### src/rtl/stmh_pkg.sv
// stmh_pkg: shared types and constants of the sphere/triangle-mesh hit core
// used by stmh_mac, stmh_div and sphere_triangle_mesh_hit_core; no dependencies
`default_nettype none

package stmh_pkg;

    localparam int CW    = 16;      // coordinate width, signed Q8.8
    localparam int DW    = 36;      // dot product width
    localparam int XW    = 72;      // accumulator and cross term width
    localparam int SPLIT = 20;      // low slice of a wide factor
    localparam int AW    = DW + 1;  // multiplier operand a
    localparam int BW    = SPLIT + 1; // multiplier operand b
    localparam int NW    = 20;      // closest point width before saturation
    localparam int QW    = 16;      // ratio width, unsigned Q0.16
    localparam int IW    = 16;      // triangle index width
    localparam int RW    = 3;       // register index width

    localparam logic [RW-1:0] CFG_CENTER_X = 3'd0;
    localparam logic [RW-1:0] CFG_CENTER_Y = 3'd1;
    localparam logic [RW-1:0] CFG_CENTER_Z = 3'd2;
    localparam logic [RW-1:0] CFG_RADIUS   = 3'd3;

    typedef logic signed [CW-1:0] coord_t;

    typedef struct packed {
        coord_t vert_a_x;
        coord_t vert_a_y;
        coord_t vert_a_z;
        coord_t vert_b_x;
        coord_t vert_b_y;
        coord_t vert_b_z;
        coord_t vert_c_x;
        coord_t vert_c_y;
        coord_t vert_c_z;
        logic   last_triangle;
    } tri_in_t;

    typedef struct packed {
        logic            hit;
        coord_t          near_x;
        coord_t          near_y;
        coord_t          near_z;
        logic [IW-1:0]   hit_index;
    } hit_out_t;

    typedef struct packed {
        logic en;
        logic clr;
        logic sub;
        logic shift;
    } mac_op_t;

endpackage

`default_nettype wire

### src/rtl/stmh_mac.sv
// stmh_mac: shared multiply-accumulate unit, one product per cycle
// depends on stmh_pkg
`default_nettype none

module stmh_mac import stmh_pkg::*; (
    input  logic                 aclk,
    input  mac_op_t              op,
    input  logic signed [AW-1:0] mul_a,
    input  logic signed [BW-1:0] mul_b,
    output logic signed [XW-1:0] acc
);

    logic signed [AW+BW-1:0] prod;
    logic signed [XW-1:0]    term;
    logic signed [XW-1:0]    base;
    logic signed [XW-1:0]    acc_reg;
    logic signed [XW-1:0]    acc_next;

    assign prod = mul_a * mul_b;
    // upper slice of a split factor weighs 2^SPLIT
    assign term = op.shift ? (XW'(prod) <<< SPLIT) : XW'(prod);
    assign base = op.clr ? '0 : acc_reg;

    always_comb begin
        acc_next = acc_reg;
        if (op.en) begin
            acc_next = op.sub ? (base - term) : (base + term);
        end
    end

    always_ff @(posedge aclk) begin
        acc_reg <= acc_next;
    end

    assign acc = acc_reg;

endmodule

`default_nettype wire

### config.mk
export PLATFORM = sky130hd
export DESIGN_NAME = stmh_mac
export DESIGN_NICKNAME = d
export VERILOG_FILES = /design/src/rtl/stmh_pkg.sv /design/src/rtl/stmh_mac.sv
export SDC_FILE = /design/constraint.sdc
export NUM_CORES = 2
export LEC_CHECK = 0
export BUFFER_PORTS_ARGS = -buffer_cell sky130_fd_sc_hd__buf_2
export CAP_MARGIN = 20
export CORE_MARGIN = 4
export CORE_UTILIZATION = 55
export DETAILED_ROUTE_END_ITERATION = 7
export GPL_TIMING_DRIVEN = 0
export PLACE_DENSITY = 0.69
export SETUP_SLACK_MARGIN = 0.2
export SKIP_LAST_GASP = 1
export SYNTH_ARGS = -nofsm -noshare
export SYNTH_HDL_FRONTEND = slang
export SYNTH_SLANG_ARGS = --single-unit
### constraint.sdc
create_clock -name aclk -period 21.3 [get_ports aclk]
set_clock_uncertainty 0.1 [all_clocks]
set_input_delay 1.065 -clock aclk [delete_from_list [all_inputs] [get_ports aclk]]
set_output_delay 1.065 -clock aclk [all_outputs]
set_load 0.005 [all_outputs]
Yosys cells after proc, flatten, opt, wreduce, memory -nomap -nowiden. Cells that the tools add are included.

Bits in registers: 72. Bits of input ports: 63. Output and inout port bits: 72. Word-level logic and storage cells: 7.

Add/subtract/negate cells: 2. Multiply operators: 1. Multiplexer cells: 3.

Operator list (count): 72-bit two-way mux (3); 72-bit adder (1); 72-bit subtractor (1); 37-bit by 21-bit multiplier with 58-bit output (1).

Depth between registers and ports, before layout.
Word-level depth: 4. Depth in mapped cells: 45. Mapped depth without buffers: 41.

Least setup slack after synthesis. OpenSTA, ideal clock, no wires.

Path kind: input to register. Start: in mul_b[6]. End: reg acc_reg[65], in the netlist acc[65] (data pin). Arrival time: 10667 ps. Required time: 20933 ps. Path slack: 10266 ps. Cell stages on the path: 39. Path buffers: 3. Cell sequence: clkbuf_1 > clkbuf_1 > nand2_1 > fa_1 > fa_1 > fa_1 > fa_1 > inv_1 > fa_1 > fa_1 > inv_1 > fa_1 > inv_1 > ha_1 > buf_2 > and4_1 > nand2_1 > or4b_4 > [... 3 more ...] > o41a_1 > nor4b_2 > and2_1 > a21oi_1 > xor2_1 > ha_1 > a21o_1 > a21oi_1 > o21ai_0 > o31ai_1 > o31a_1 > nand2_1 > a31o_2 > a221oi_1 > o21ai_0 > a41o_1 > a31oi_1 > xnor2_1.

Cells in the longest elaborated chain, start to end: 4. Elaborated cells on any way between the ends: 5. Those cells by class: 2 x add/sub; 1 x mul; 2 x mux.

RTL lines: start: declaration (line stmh_mac.sv:9) `input logic signed [BW-1:0] mul_b,`; 37-bit by 21-bit multiplier with 58-bit output * (line stmh_mac.sv:19) `assign prod = mul_a * mul_b;`; 72-bit two-way mux * (line stmh_mac.sv:21) `assign term = op.shift ? (XW'(prod) <<< SPLIT) : XW'(prod);`; 72-bit adder / 72-bit subtractor (equally long branches) (line stmh_mac.sv:27) `acc_next = op.sub ? (base - term) : (base + term);`; 72-bit two-way mux * (line stmh_mac.sv:27); end signal: assignment (line stmh_mac.sv:32) `acc_reg <= acc_next;`; end: declaration (line stmh_mac.sv:16) `logic signed [XW-1:0] acc_reg;`.

Mark *: on every way between the ends. The rest lies on a longest branch, timed or not. A chain may end at the register's enable or synchronous reset.

Final worst setup path.
Start: in mul_b[13]. End: reg acc_reg[65], in the netlist acc[65] (data pin).

Same word-level chain as after synthesis.

==> results by group <==
Worst hold path
  • Hold crit path type: register to register

Cells and area
  • Share of layout cells above drive strength 1: 4.43%
  • Most frequent cells in the layout: inv_1 (917), fa_1 (764), nand2_1 (576), and2_1 (334), ha_1 (215)
  • Max FFs per register: 72
  • Commonest non-fill, non-tap cell in the layout: inv_1
  • NumNets Final: 5594
  • Diodes inserted: 0
  • Final instance area: 39400 um2
  • Synthesis-to-layout area growth: 5.53%
  • Fin cells: 5430

STA
  • Actual slew at the worst max-slew pin: 1210 ps
  • Max_slew headroom: 19.6%
  • Hold Violations, Final: 0
  • Aggregate negative setup slack: 0 ps
  • Worst setup margin: 7940 ps
  • Fmax achieved: 74.9 MHz
  • RSZ-0062 raised after global routing: false
  • Slew Viols, Final: 0
  • Clock period minus final worst setup slack: 13360 ps
  • Fin crit share: 62.7%
  • Final setup violation count: 0

GRT
  • Vias in the first global route: 32100
  • First-pass GRT wire length: 184000 um
  • Initial antenna violation count: 3
  • All-Layer GR Usage: 33.4%
  • Largest net degree at the start of global routing: 60
  • Overflow after GRT: 0

Yosys
  • Flops & latches, synth: 72
  • Syn Std Cell Area: 37300 um2
  • Synthesized area per cell: 8.44 um2
  • Largest family of logic cells by synthesized area: adder cells
  • Post-Syn Instances: 4420
  • Post-Synth Simple-Gate Area: 18.6%
  • Post-Syn Nets: 5462
  • Post-synthesis compound-gate area fraction: 11.2%
  • Post-Synth XOR/XNOR Area: 4.09%
  • Post-synthesis sequential area ratio: 5.80%
  • Synth unique cells: 97
  • Yosys warning total: 0
  • Synth Area in Adders: 48.2%
  • Post-synthesis async set-or-reset flop share: 0%
  • Post-synth EDFFs: 72
  • Top_reg_cell synth: edfxtp_1
  • Mux share of post-synthesis cell area: 0.242%

Setup path
  • WP data required: 21280 ps
  • Crit path launch type: input pin
  • Slowest cell on the critical path: clkbuf_1
  • Most used cell along the critical path: fa_1
  • Worst EP arrival: 13340 ps
  • Critical path fanouts, max: 10
  • CP peak stage delay: 860 ps
  • Crit path capture type: register
  • Worst Setup Path Type: input pin to register

Clock network
  • CTS H-tree lvls: 3
  • Buffer depth of the longest clock path: 2
  • PostCTS Resize Cnt: 0
  • Clk slew on worst S/H paths: 60 ps
  • Clock Tree Root: clkbuf_16
  • CTS Hold Buffers Added: 0
  • CTS tree: built
  • Latest clock arrival within the worst-skew pair: 350 ps
  • Setup Fix Bufs, Post-CTS: 0
  • Clock buffer count from CTS: 9
  • Clock sink count: 72

Drt
  • First DRT Iteration DRCs: 3013
  • Vias per inst: 5.78
  • Drt pass-1 iters: 6
  • Drt total wl: 118000 um
  • Avg WL per Cell: 21.8 um
  • DRC violations left: 0
  • Post-route ant nets: 0
  • Via count: 31400

Floorplan
  • Die Area: 72000 um2
  • Die Wd: 268 um
  • Initial Util: 55.5%
  • # IOs: 135
  • Die Ht: 268 um
  • CORE AREA: 67200 um2
  • FP Rows: 95

Placement
  • Place WS: 7960 ps
  • Area after DPL: 39000 um2
  • Dpl cells: 5412
  • DP HPWL: 98800 um
  • Gpl congestion: 0.977
  • Port bufs: 118

Run status
  • Status: finished, final reports clean

Job
  • Max-cap check violation count: 0
==> worst paths after layout <==
kind                         start                 to  slack, ps  cells past startpoint
hold reg to reg   acc[0]$_DFFE_PP_   acc[0]$_DFFE_PP_        750                      3
setup / recovery         mul_b[13]  acc[65]$_DFFE_PP_       7940                     38
setup reg to reg  acc[1]$_DFFE_PP_  acc[65]$_DFFE_PP_      16300                     14
hold / removal    acc[0]$_DFFE_PP_   acc[0]$_DFFE_PP_        750                      3
==> metrics by stage <==
step	util, %	hold WS (ps)
after CTS	58.6	759
after floorplan	-	683
after global routing	58.6	774
after global placement	58.0	747
final	58.6	752
after detailed placement	58.1	750
==> worst max-delay path, delay by kind of cell <==
family | cells | cell delay, ps
buffers and inverters | 6 | 1970
xor gates and xnor gates | 3 | 530
AOI/OAI and AO/OA | 16 | 4410
adders and majority gates | 9 | 4310
and+or+nand+nor | 4 | 1030
==> cells by family after synthesis <==
kind of cell	after synthesis
buffers and inverters	1163
AND/OR/NAND/NOR	1400
XOR/XNOR	174
adder cells (fa/ha/maj)	979
AO/OA/AOI/OAI	623
flip-flops	72
multiplexers	9
==> cells in the mapped netlist, types with 68 or more instances <==
cell	number	area (um2)
ha_1	215	2690
xor2_1	68	596
a21oi_1	174	871
inv_1	917	3440
xnor2_1	106	928
nor2_1	168	631
nor2b_1	95	594
a21o_1	79	593
clkbuf_1	213	800
o21ai_0	92	460
and2_1	334	2090
edfxtp_1	72	2160
nand2_1	576	2160
fa_1	764	15300
==> area by class of cell <==
class                           instances  area (um2)
Tap cell                              873        1090
Clock inverter                          7        95.1
Fill cell                            6214       27800
Inverter                              917        3440
Buffer                                246         968
Sequential cell                        72        2160
Timing Repair Buffer                  121         651
Clock buffer                            9         225
Multi-Input combinational cell       3185       30700
==> routing by layer <==
metal / vias to the layer above / GRT usage [%] / routed length, um
met4: 0 / 14.0 / 6070
li1: 13900 / - / -
met2: 1527 / 51.9 / 52000
met1: 15600 / 46.3 / 47900
met3: 311 / 6.93 / 12200
met5: - / 0 / 0
Power is not shown: default switching activity piles up to over one toggle a cycle in this logic, so the estimate is an artifact.
