===== config.mk =====
export PLATFORM = sky130hd
export DESIGN_NAME = stmh_div
export DESIGN_NICKNAME = d
export VERILOG_FILES = /design/src/rtl/stmh_pkg.sv /design/src/rtl/stmh_div.sv
export SDC_FILE = /design/constraint.sdc
export NUM_CORES = 1
export LEC_CHECK = 0
export BUFFER_PORTS_ARGS = -buffer_cell sky130_fd_sc_hd__buf_4
export CAP_MARGIN = 30
export CORE_ASPECT_RATIO = 1.1
export CORE_MARGIN = 3
export CORE_UTILIZATION = 58
export DETAILED_ROUTE_END_ITERATION = 8
export GPL_TIMING_DRIVEN = 0
export PLACE_DENSITY = 0.77
export SYNTH_ARGS = -nofsm -noshare
export SYNTH_HDL_FRONTEND = slang
export SYNTH_SLANG_ARGS = --single-unit

===== constraint.sdc =====
create_clock -name aclk -period 9.3 [get_ports aclk]
set_input_delay 0.93 -clock aclk [delete_from_list [all_inputs] [get_ports aclk]]
set_output_delay 0.93 -clock aclk [all_outputs]
set_load 0.05 [all_outputs]

===== src/rtl/stmh_pkg.sv =====
// stmh_pkg: shared types and constants of the sphere/triangle-mesh hit core
// used by stmh_mac, stmh_div and sphere_triangle_mesh_hit_core; no dependencies
`default_nettype none

package stmh_pkg;

    localparam int CW    = 16;      // coordinate width, signed Q8.8
    localparam int DW    = 36;      // dot product width
    localparam int XW    = 72;      // accumulator and cross term width
    localparam int SPLIT = 20;      // low slice of a wide factor
    localparam int AW    = DW + 1;  // multiplier operand a
    localparam int BW    = SPLIT + 1; // multiplier operand b
    localparam int NW    = 20;      // closest point width before saturation
    localparam int QW    = 16;      // ratio width, unsigned Q0.16
    localparam int IW    = 16;      // triangle index width
    localparam int RW    = 3;       // register index width

    localparam logic [RW-1:0] CFG_CENTER_X = 3'd0;
    localparam logic [RW-1:0] CFG_CENTER_Y = 3'd1;
    localparam logic [RW-1:0] CFG_CENTER_Z = 3'd2;
    localparam logic [RW-1:0] CFG_RADIUS   = 3'd3;

    typedef logic signed [CW-1:0] coord_t;

    typedef struct packed {
        coord_t vert_a_x;
        coord_t vert_a_y;
        coord_t vert_a_z;
        coord_t vert_b_x;
        coord_t vert_b_y;
        coord_t vert_b_z;
        coord_t vert_c_x;
        coord_t vert_c_y;
        coord_t vert_c_z;
        logic   last_triangle;
    } tri_in_t;

    typedef struct packed {
        logic            hit;
        coord_t          near_x;
        coord_t          near_y;
        coord_t          near_z;
        logic [IW-1:0]   hit_index;
    } hit_out_t;

    typedef struct packed {
        logic en;
        logic clr;
        logic sub;
        logic shift;
    } mac_op_t;

endpackage

`default_nettype wire


===== src/rtl/stmh_div.sv =====
// stmh_div: restoring divider for the unsigned Q0.16 edge and face ratios
// depends on stmh_pkg
`default_nettype none

module stmh_div import stmh_pkg::*; (
    input  logic                 aclk,
    input  logic                 aresetn,
    input  logic                 start,
    input  logic signed [XW-1:0] num,
    input  logic signed [XW-1:0] den,
    output logic                 done,
    output logic [QW-1:0]        quot
);

    typedef enum logic [2:0] {
        DV_IDLE  = 3'b001,
        DV_CHECK = 3'b010,
        DV_ITER  = 3'b100
    } dv_state_t;

    dv_state_t           state_reg, state_next;
    logic [XW:0]         rem_reg, rem_next;
    logic [XW:0]         dvs_reg, dvs_next;
    logic [QW-1:0]       q_reg, q_next;
    logic [3:0]          cnt_reg, cnt_next;
    logic                done_reg, done_next;
    logic [XW-1:0]       num_abs, den_abs;
    logic [XW:0]         shifted;
    logic                trivial;

    assign num_abs = num[XW-1] ? (~num + 1'b1) : num;
    assign den_abs = den[XW-1] ? (~den + 1'b1) : den;
    assign trivial = (num == '0) || (den == '0) || (num[XW-1] != den[XW-1]);
    assign shifted = {rem_reg[XW-1:0], 1'b0};

    always_comb begin
        state_next = state_reg;
        rem_next   = rem_reg;
        dvs_next   = dvs_reg;
        q_next     = q_reg;
        cnt_next   = cnt_reg;
        done_next  = 1'b0;
        unique case (state_reg)
            DV_IDLE: begin
                if (start) begin
                    if (trivial) begin
                        q_next    = '0;
                        done_next = 1'b1;
                    end else begin
                        rem_next   = {1'b0, num_abs};
                        dvs_next   = {1'b0, den_abs};
                        state_next = DV_CHECK;
                    end
                end
            end
            DV_CHECK: begin
                // quotient of one or more saturates
                if (dvs_reg <= rem_reg) begin
                    q_next     = '1;
                    done_next  = 1'b1;
                    state_next = DV_IDLE;
                end else begin
                    q_next     = '0;
                    cnt_next   = '0;
                    state_next = DV_ITER;
                end
            end
            DV_ITER: begin
                if (dvs_reg <= shifted) begin
                    rem_next = shifted - dvs_reg;
                    q_next   = {q_reg[QW-2:0], 1'b1};
                end else begin
                    rem_next = shifted;
                    q_next   = {q_reg[QW-2:0], 1'b0};
                end
                cnt_next = cnt_reg + 4'd1;
                if (cnt_reg == 4'(QW - 1)) begin
                    done_next  = 1'b1;
                    state_next = DV_IDLE;
                end
            end
            default: begin
                state_next = DV_IDLE;
            end
        endcase
    end

    always_ff @(posedge aclk) begin
        if (!aresetn) begin
            state_reg <= DV_IDLE;
            cnt_reg   <= '0;
            done_reg  <= 1'b0;
        end else begin
            state_reg <= state_next;
            cnt_reg   <= cnt_next;
            done_reg  <= done_next;
        end
    end

    always_ff @(posedge aclk) begin
        rem_reg <= rem_next;
        dvs_reg <= dvs_next;
        q_reg   <= q_next;
    end

    assign done = done_reg;
    assign quot = q_reg;

endmodule

`default_nettype wire


# Word level (Yosys, flattened, before mapping)
# Cells that the tools add are included.
[op_classes]
n_addsub = 4
n_lt_le_gt_ge = 2
eq_ne = 10
muxes = 23
bitwise = 3
reduce_logical = 12
[op_table]
columns = ["op", "count"]
rows = [
  ["$mux W73", 3],
  ["$le A72 B73 Y1", 2],
  ["$pmux W73 S2", 1],
  ["$add A72 B1 Y72 const B", 2],
  ["$logic_not A72 Y1", 2],
  ["$not A72 Y72", 2],
  ["$sub A73 B72 Y73", 1],
  ["$mux W72", 1],
  ["$mux W71", 1],
  ["$mux W16", 3],
  ["$pmux W16 S3", 1],
  ["$mux W3", 4],
  ["$reduce_and A3 Y1", 4],
  ["$ne A2 B2 Y1 const B", 5],
  ["$pmux W3 S3", 1],
  ["$pmux W4 S2", 1],
  ["$mux W1", 5],
  ["$add A4 B1 Y4 const B", 1],
  ["$eq A4 B4 Y1 const B", 1],
  ["$mux W4", 1],
  ["$reduce_bool A2 Y1", 2],
  ["$eq A3 B1 Y1 const B", 1],
  ["$eq A3 B2 Y1 const B", 1],
  ["$eq A3 B3 Y1 const B", 1],
  ["6 further kinds", 7],
]
[totals]
ff_bits = 169
inputBits = 147
output_inout_bits = 17
wordCells = 61

# Longest topological paths before layout
[logic_depth]
depth_word = 6
ltp_mapped = 15
mapped_depth_nobuf = 12

# Worst setup path after synthesis
# Ideal clock, no wire load.
[synth_timing]
path_type = "input -> register"
startpoint = "in num[0]"
endpoint = "reg rem_reg[0] (enable)"
setup_ns = 0.528
arrival_time_ns = 5.900
required_ns = 8.772
path_slack_ns = 2.872
path_stages = 11
path_buffers = 0
cell_sequence = "inv_1 > ha_1 > nor3b_1 > nand2_1 > or4_4 > or3_4 > nor2_1 > a2111oi_0 > a21o_1 > a21oi_1 > a21oi_1"
[synth_via]
elab_chain_len = 5
[synth_lines]
columns = ["item", "line", "text"]
rows = [
  ["from (decl)", "stmh_div.sv:9", "input logic signed [XW-1:0] num,"],
  ["$logic_not A72 Y1", "stmh_div.sv:33", "assign trivial = (num == '0) || (den == '0) || (num[XW-1] != den[XW-1]);"],
  ["$logic_or A1 B1 Y1 (2 in a row)", "stmh_div.sv:33", ""],
  ["$ne A2 B2 Y1 (no source line)", "-", ""],
  ["$reduce_and A3 Y1 (no source line)", "-", ""],
  ["to (signal assigned)", "stmh_div.sv:101", "rem_reg <= rem_next;"],
  ["to (decl)", "stmh_div.sv:22", "logic [XW:0] rem_reg, rem_next;"],
]
# Every way passes these cells.
# A chain may end at the register's enable or synchronous reset.

# Worst setup path in the final report
[layout_timing]
startpoint = "reg rem_reg[24]"
endpoint = "reg rem_reg[24] (data pin)"
[layout_via]
elab_chain_len = 3
[layout_lines]
columns = ["item", "line", "text"]
rows = [
  ["$le A72 B73 Y1", "stmh_div.sv:69", "if (dvs_reg <= shifted) begin"],
  ["$mux W73", "stmh_div.sv:69", ""],
  ["$pmux W73 S2", "stmh_div.sv:43", "unique case (state_reg)"],
  ["named net rem_next[24]", "stmh_div.sv:22", ""],
]
# The timed path passes the listed nets, and every way through them passes these cells.

==> qor.yml <==
ant_nets: 0
maxCapViolations: 0
period_share_pct: 57.0
clk_latency_ps: 460
core_mm2: 0.0272
syn_nets: 2225
clock_sinks: 169
cts-root-buf: "clkbuf_16"
cpMostUsedCell: "clkbuf_1"
crit_chain: "ha_1 > clkbuf_1 > nand2_1 > nor4_1 > nand3_1 > o21ai_0 > or3_1 > o21a_1 > clkbuf_1 > clkbuf_1 > buf_1 > a21oi_1 > a21oi_1"
timing.hold.ws_ps: 527
grt_use_met3_pct: 7.80
setup.worst_path.end_class: "flip-flop"
placed_cells: 2461
antenna_found_initial: 0
synth_cell_type_count: 71
timing.slew.headroom_pct: 30.9
yosys-top-cells-count: "191 x nand2_1, 171 x inv_1, 161 x edfxtp_1"
met2_usage_pct: 62.5
place_area_mm2: 0.0180
r2r_start: "rem_reg[24]"
drt_wl_total_um: 60700
async_reset_ff_share_pct: 0
regToRegSetupSlack_ps: 4000
wire_per_inst_um: 24.3
largest_reg_flops: 73
peakVddDrop_mv: 0.106
grt_pass1_wl_um: 90600
grtUsageMet1_pct: 50.7
gp_congestion: 1.04
r2r_cells: 13
path_max_fanout: 10
htreeDepth: 4
startpoint_type: "flip-flop"
fin_cells: 2498
cts_setup_buffers: 0
rsz0062_at_grt: "no"
syn_to_final_growth_pct: 15.9
power_mw: 2.62
drive_above_1_share_pct: 11.1
critPathKind: "flip-flop to flip-flop"
syn_avg_cell_area_um2: 8.38
grt_busiest_layer: "met2"
grt_use_total_pct: 40.0
num_vias: 16500
cts_resized: 0
cp_top_family: "buffers and inverters"
drcViolationCount: 0
fmax_mhz: 189
synth_area_leader_cell: "edfxtp_1"
fin_crit_ps: 5300
vias_per_cell: 6.60
yosys-mux-area-fraction_pct: 0.688
port_buffers: 161
min_path_cells: 2
num_rows: 63
fin_worst_skew_ps: 12.8
synth_compound_area_share_pct: 23.7
synth_seq_cells: 169
pin_count: 164
whs_endpoint: "cnt_reg[0]"
synthSimpleGateAreaFrac_pct: 16.2
start_util_pct: 59.5
drt_pass1_iterations: 5
syn_inst: 1930
syn_area_mm2: 0.0162
r2r-end: "rem_reg[24]"
dieWidth_um: 165
finalMaxSlewViolations: 0
grt_pass1_vias: 16100
critPathRequiredTime_ps: 9550
hold_start: "cnt_reg[0]"
yosysMostFrequentCell: "nand2_1"
synthAdderAreaFrac_pct: 11.5
critPathArrivalTime_ps: 5550
yosysWarningCount: 0
yosys-top-cells-area: "edfxtp_1 30%, ha_1 11%, xnor2_1 7.7%"
grt.overflow.total: 0
outcome: "completed"
finalHoldViolations: 0
synth_top_family_by_area: "compound AO/OA/AOI/OAI gates"
clockBufferDepth: 2
synth_edf_count: 161
die_y_um: 181
die-area_mm2: 0.0299
synth_ff_type: "edfxtp_1"
grt_max_degree: 36
cts_tree: "built"
path_clk_slew_ps: 70
hpwl_um: 46900
ctsHoldBuffers: 0
tightest_slew_ps: 1040
cts_buffers: 17
synth_top_cell_area_share_pct: 29.9
critPathMaxStageDelay_ps: 840
fin_area_mm2: 0.0187
critPathBufInv: 4
synth_xor_area_share_pct: 11.0
finish.net_count: 2421
min_path_type: "flip-flop to flip-flop"
drt_iter0_drc: 1865
setup_viol: 0
power_density_mw_per_mm2: 140
yosysSeqAreaShare_pct: 30.9
crit_path_top_delay_cell: "buf_1"
power.leakage_nw: 7.85
-- kinds of logic after synthesis --
group | Yosys count
AOI/OAI and AO/OA | 608
xor gates and xnor gates | 203
adders and majority gates | 148
buffers and inverters | 262
DFF | 169
muxes | 11
and+or+nand+nor | 529
-- cell type report --
type | instances | area (um^2)
clock buffer | 17 | 425
fill | 2290 | 8450
inverter | 171 | 642
clock inverter | 15 | 221
tap | 357 | 447
antenna | 2 | 5.00
sequential | 169 | 4990
timing repair buffer | 177 | 1460
buffer | 91 | 343
multi-input combinational | 1499 | 10200
-- worst max path at each step --
stage                           start     endpoint  slack (ps)  depth (start not counted)
final                     rem_reg[24]  rem_reg[24]        4000                         13
after global routing      rem_reg[24]  rem_reg[70]        3950                         13
after floorplan                num[0]   rem_reg[0]        2870                         11
after detailed placement      den[19]     quot[11]        3940                         12
after CTS                 rem_reg[24]  rem_reg[24]        4240                         13
after global placement         den[0]  rem_reg[21]        -320                         12
-- report_power, final --
group | internal (mW) | switching [mW]
clock network | 0.442 | 0.380
logic | 0.326 | 0.540
registers | 0.899 | 0.0345
total | 1.67 | 0.955
-- cell usage in the layout (no fill, tap or decap), drive strengths merged, types with 6 or more instances in the layout --
master	synthesis	layout
o31ai	54	54
o21bai	16	16
clkbuf	83	100
xnor2	142	142
o211ai	23	23
nand4	46	46
and3	9	9
ha	147	147
nor2b	8	8
o21a	10	10
mux2i	10	10
nor2	99	99
a21o	72	72
edfxtp	161	161
nor3	26	26
a31oi	31	31
nand3	33	33
dfxtp	8	8
inv	171	181
a211oi	13	13
o41ai	22	22
o21ai	157	157
and2	6	6
nand2	191	191
buf	8	185
xor2	61	61
nor4	19	19
a21oi	160	160
or2	9	9
or3	25	25
or4	27	27
nand2b	14	14
-- worst min-delay path: stages, from the launching register on --
cell     delay, ps
dfxtp_1        350
nand3_1         80
o22ai_1         60
-- per-stage QoR --
step	setup slack [ps]	util, %	setup TNS [ps]
2_1_floorplan	2870	-	0
3_3_place_gp	-319	65.6	-22690
3_5_place_dp	3940	66.3	0
4_1_cts	4240	68.7	0
5_1_grt	3950	68.9	0
6_report	4000	68.9	0
-- routing by layer --
metal  up-vias  share of wire (%)  routed length (um)
met5         -                  0                   0
met4         0                6.9                4200
met3       244                9.8                5930
met2       974                 45               27200
met1      7795                 39               23400
li1       7477                  -                   -
No activity file was read; power rests on OpenSTA's default activity.
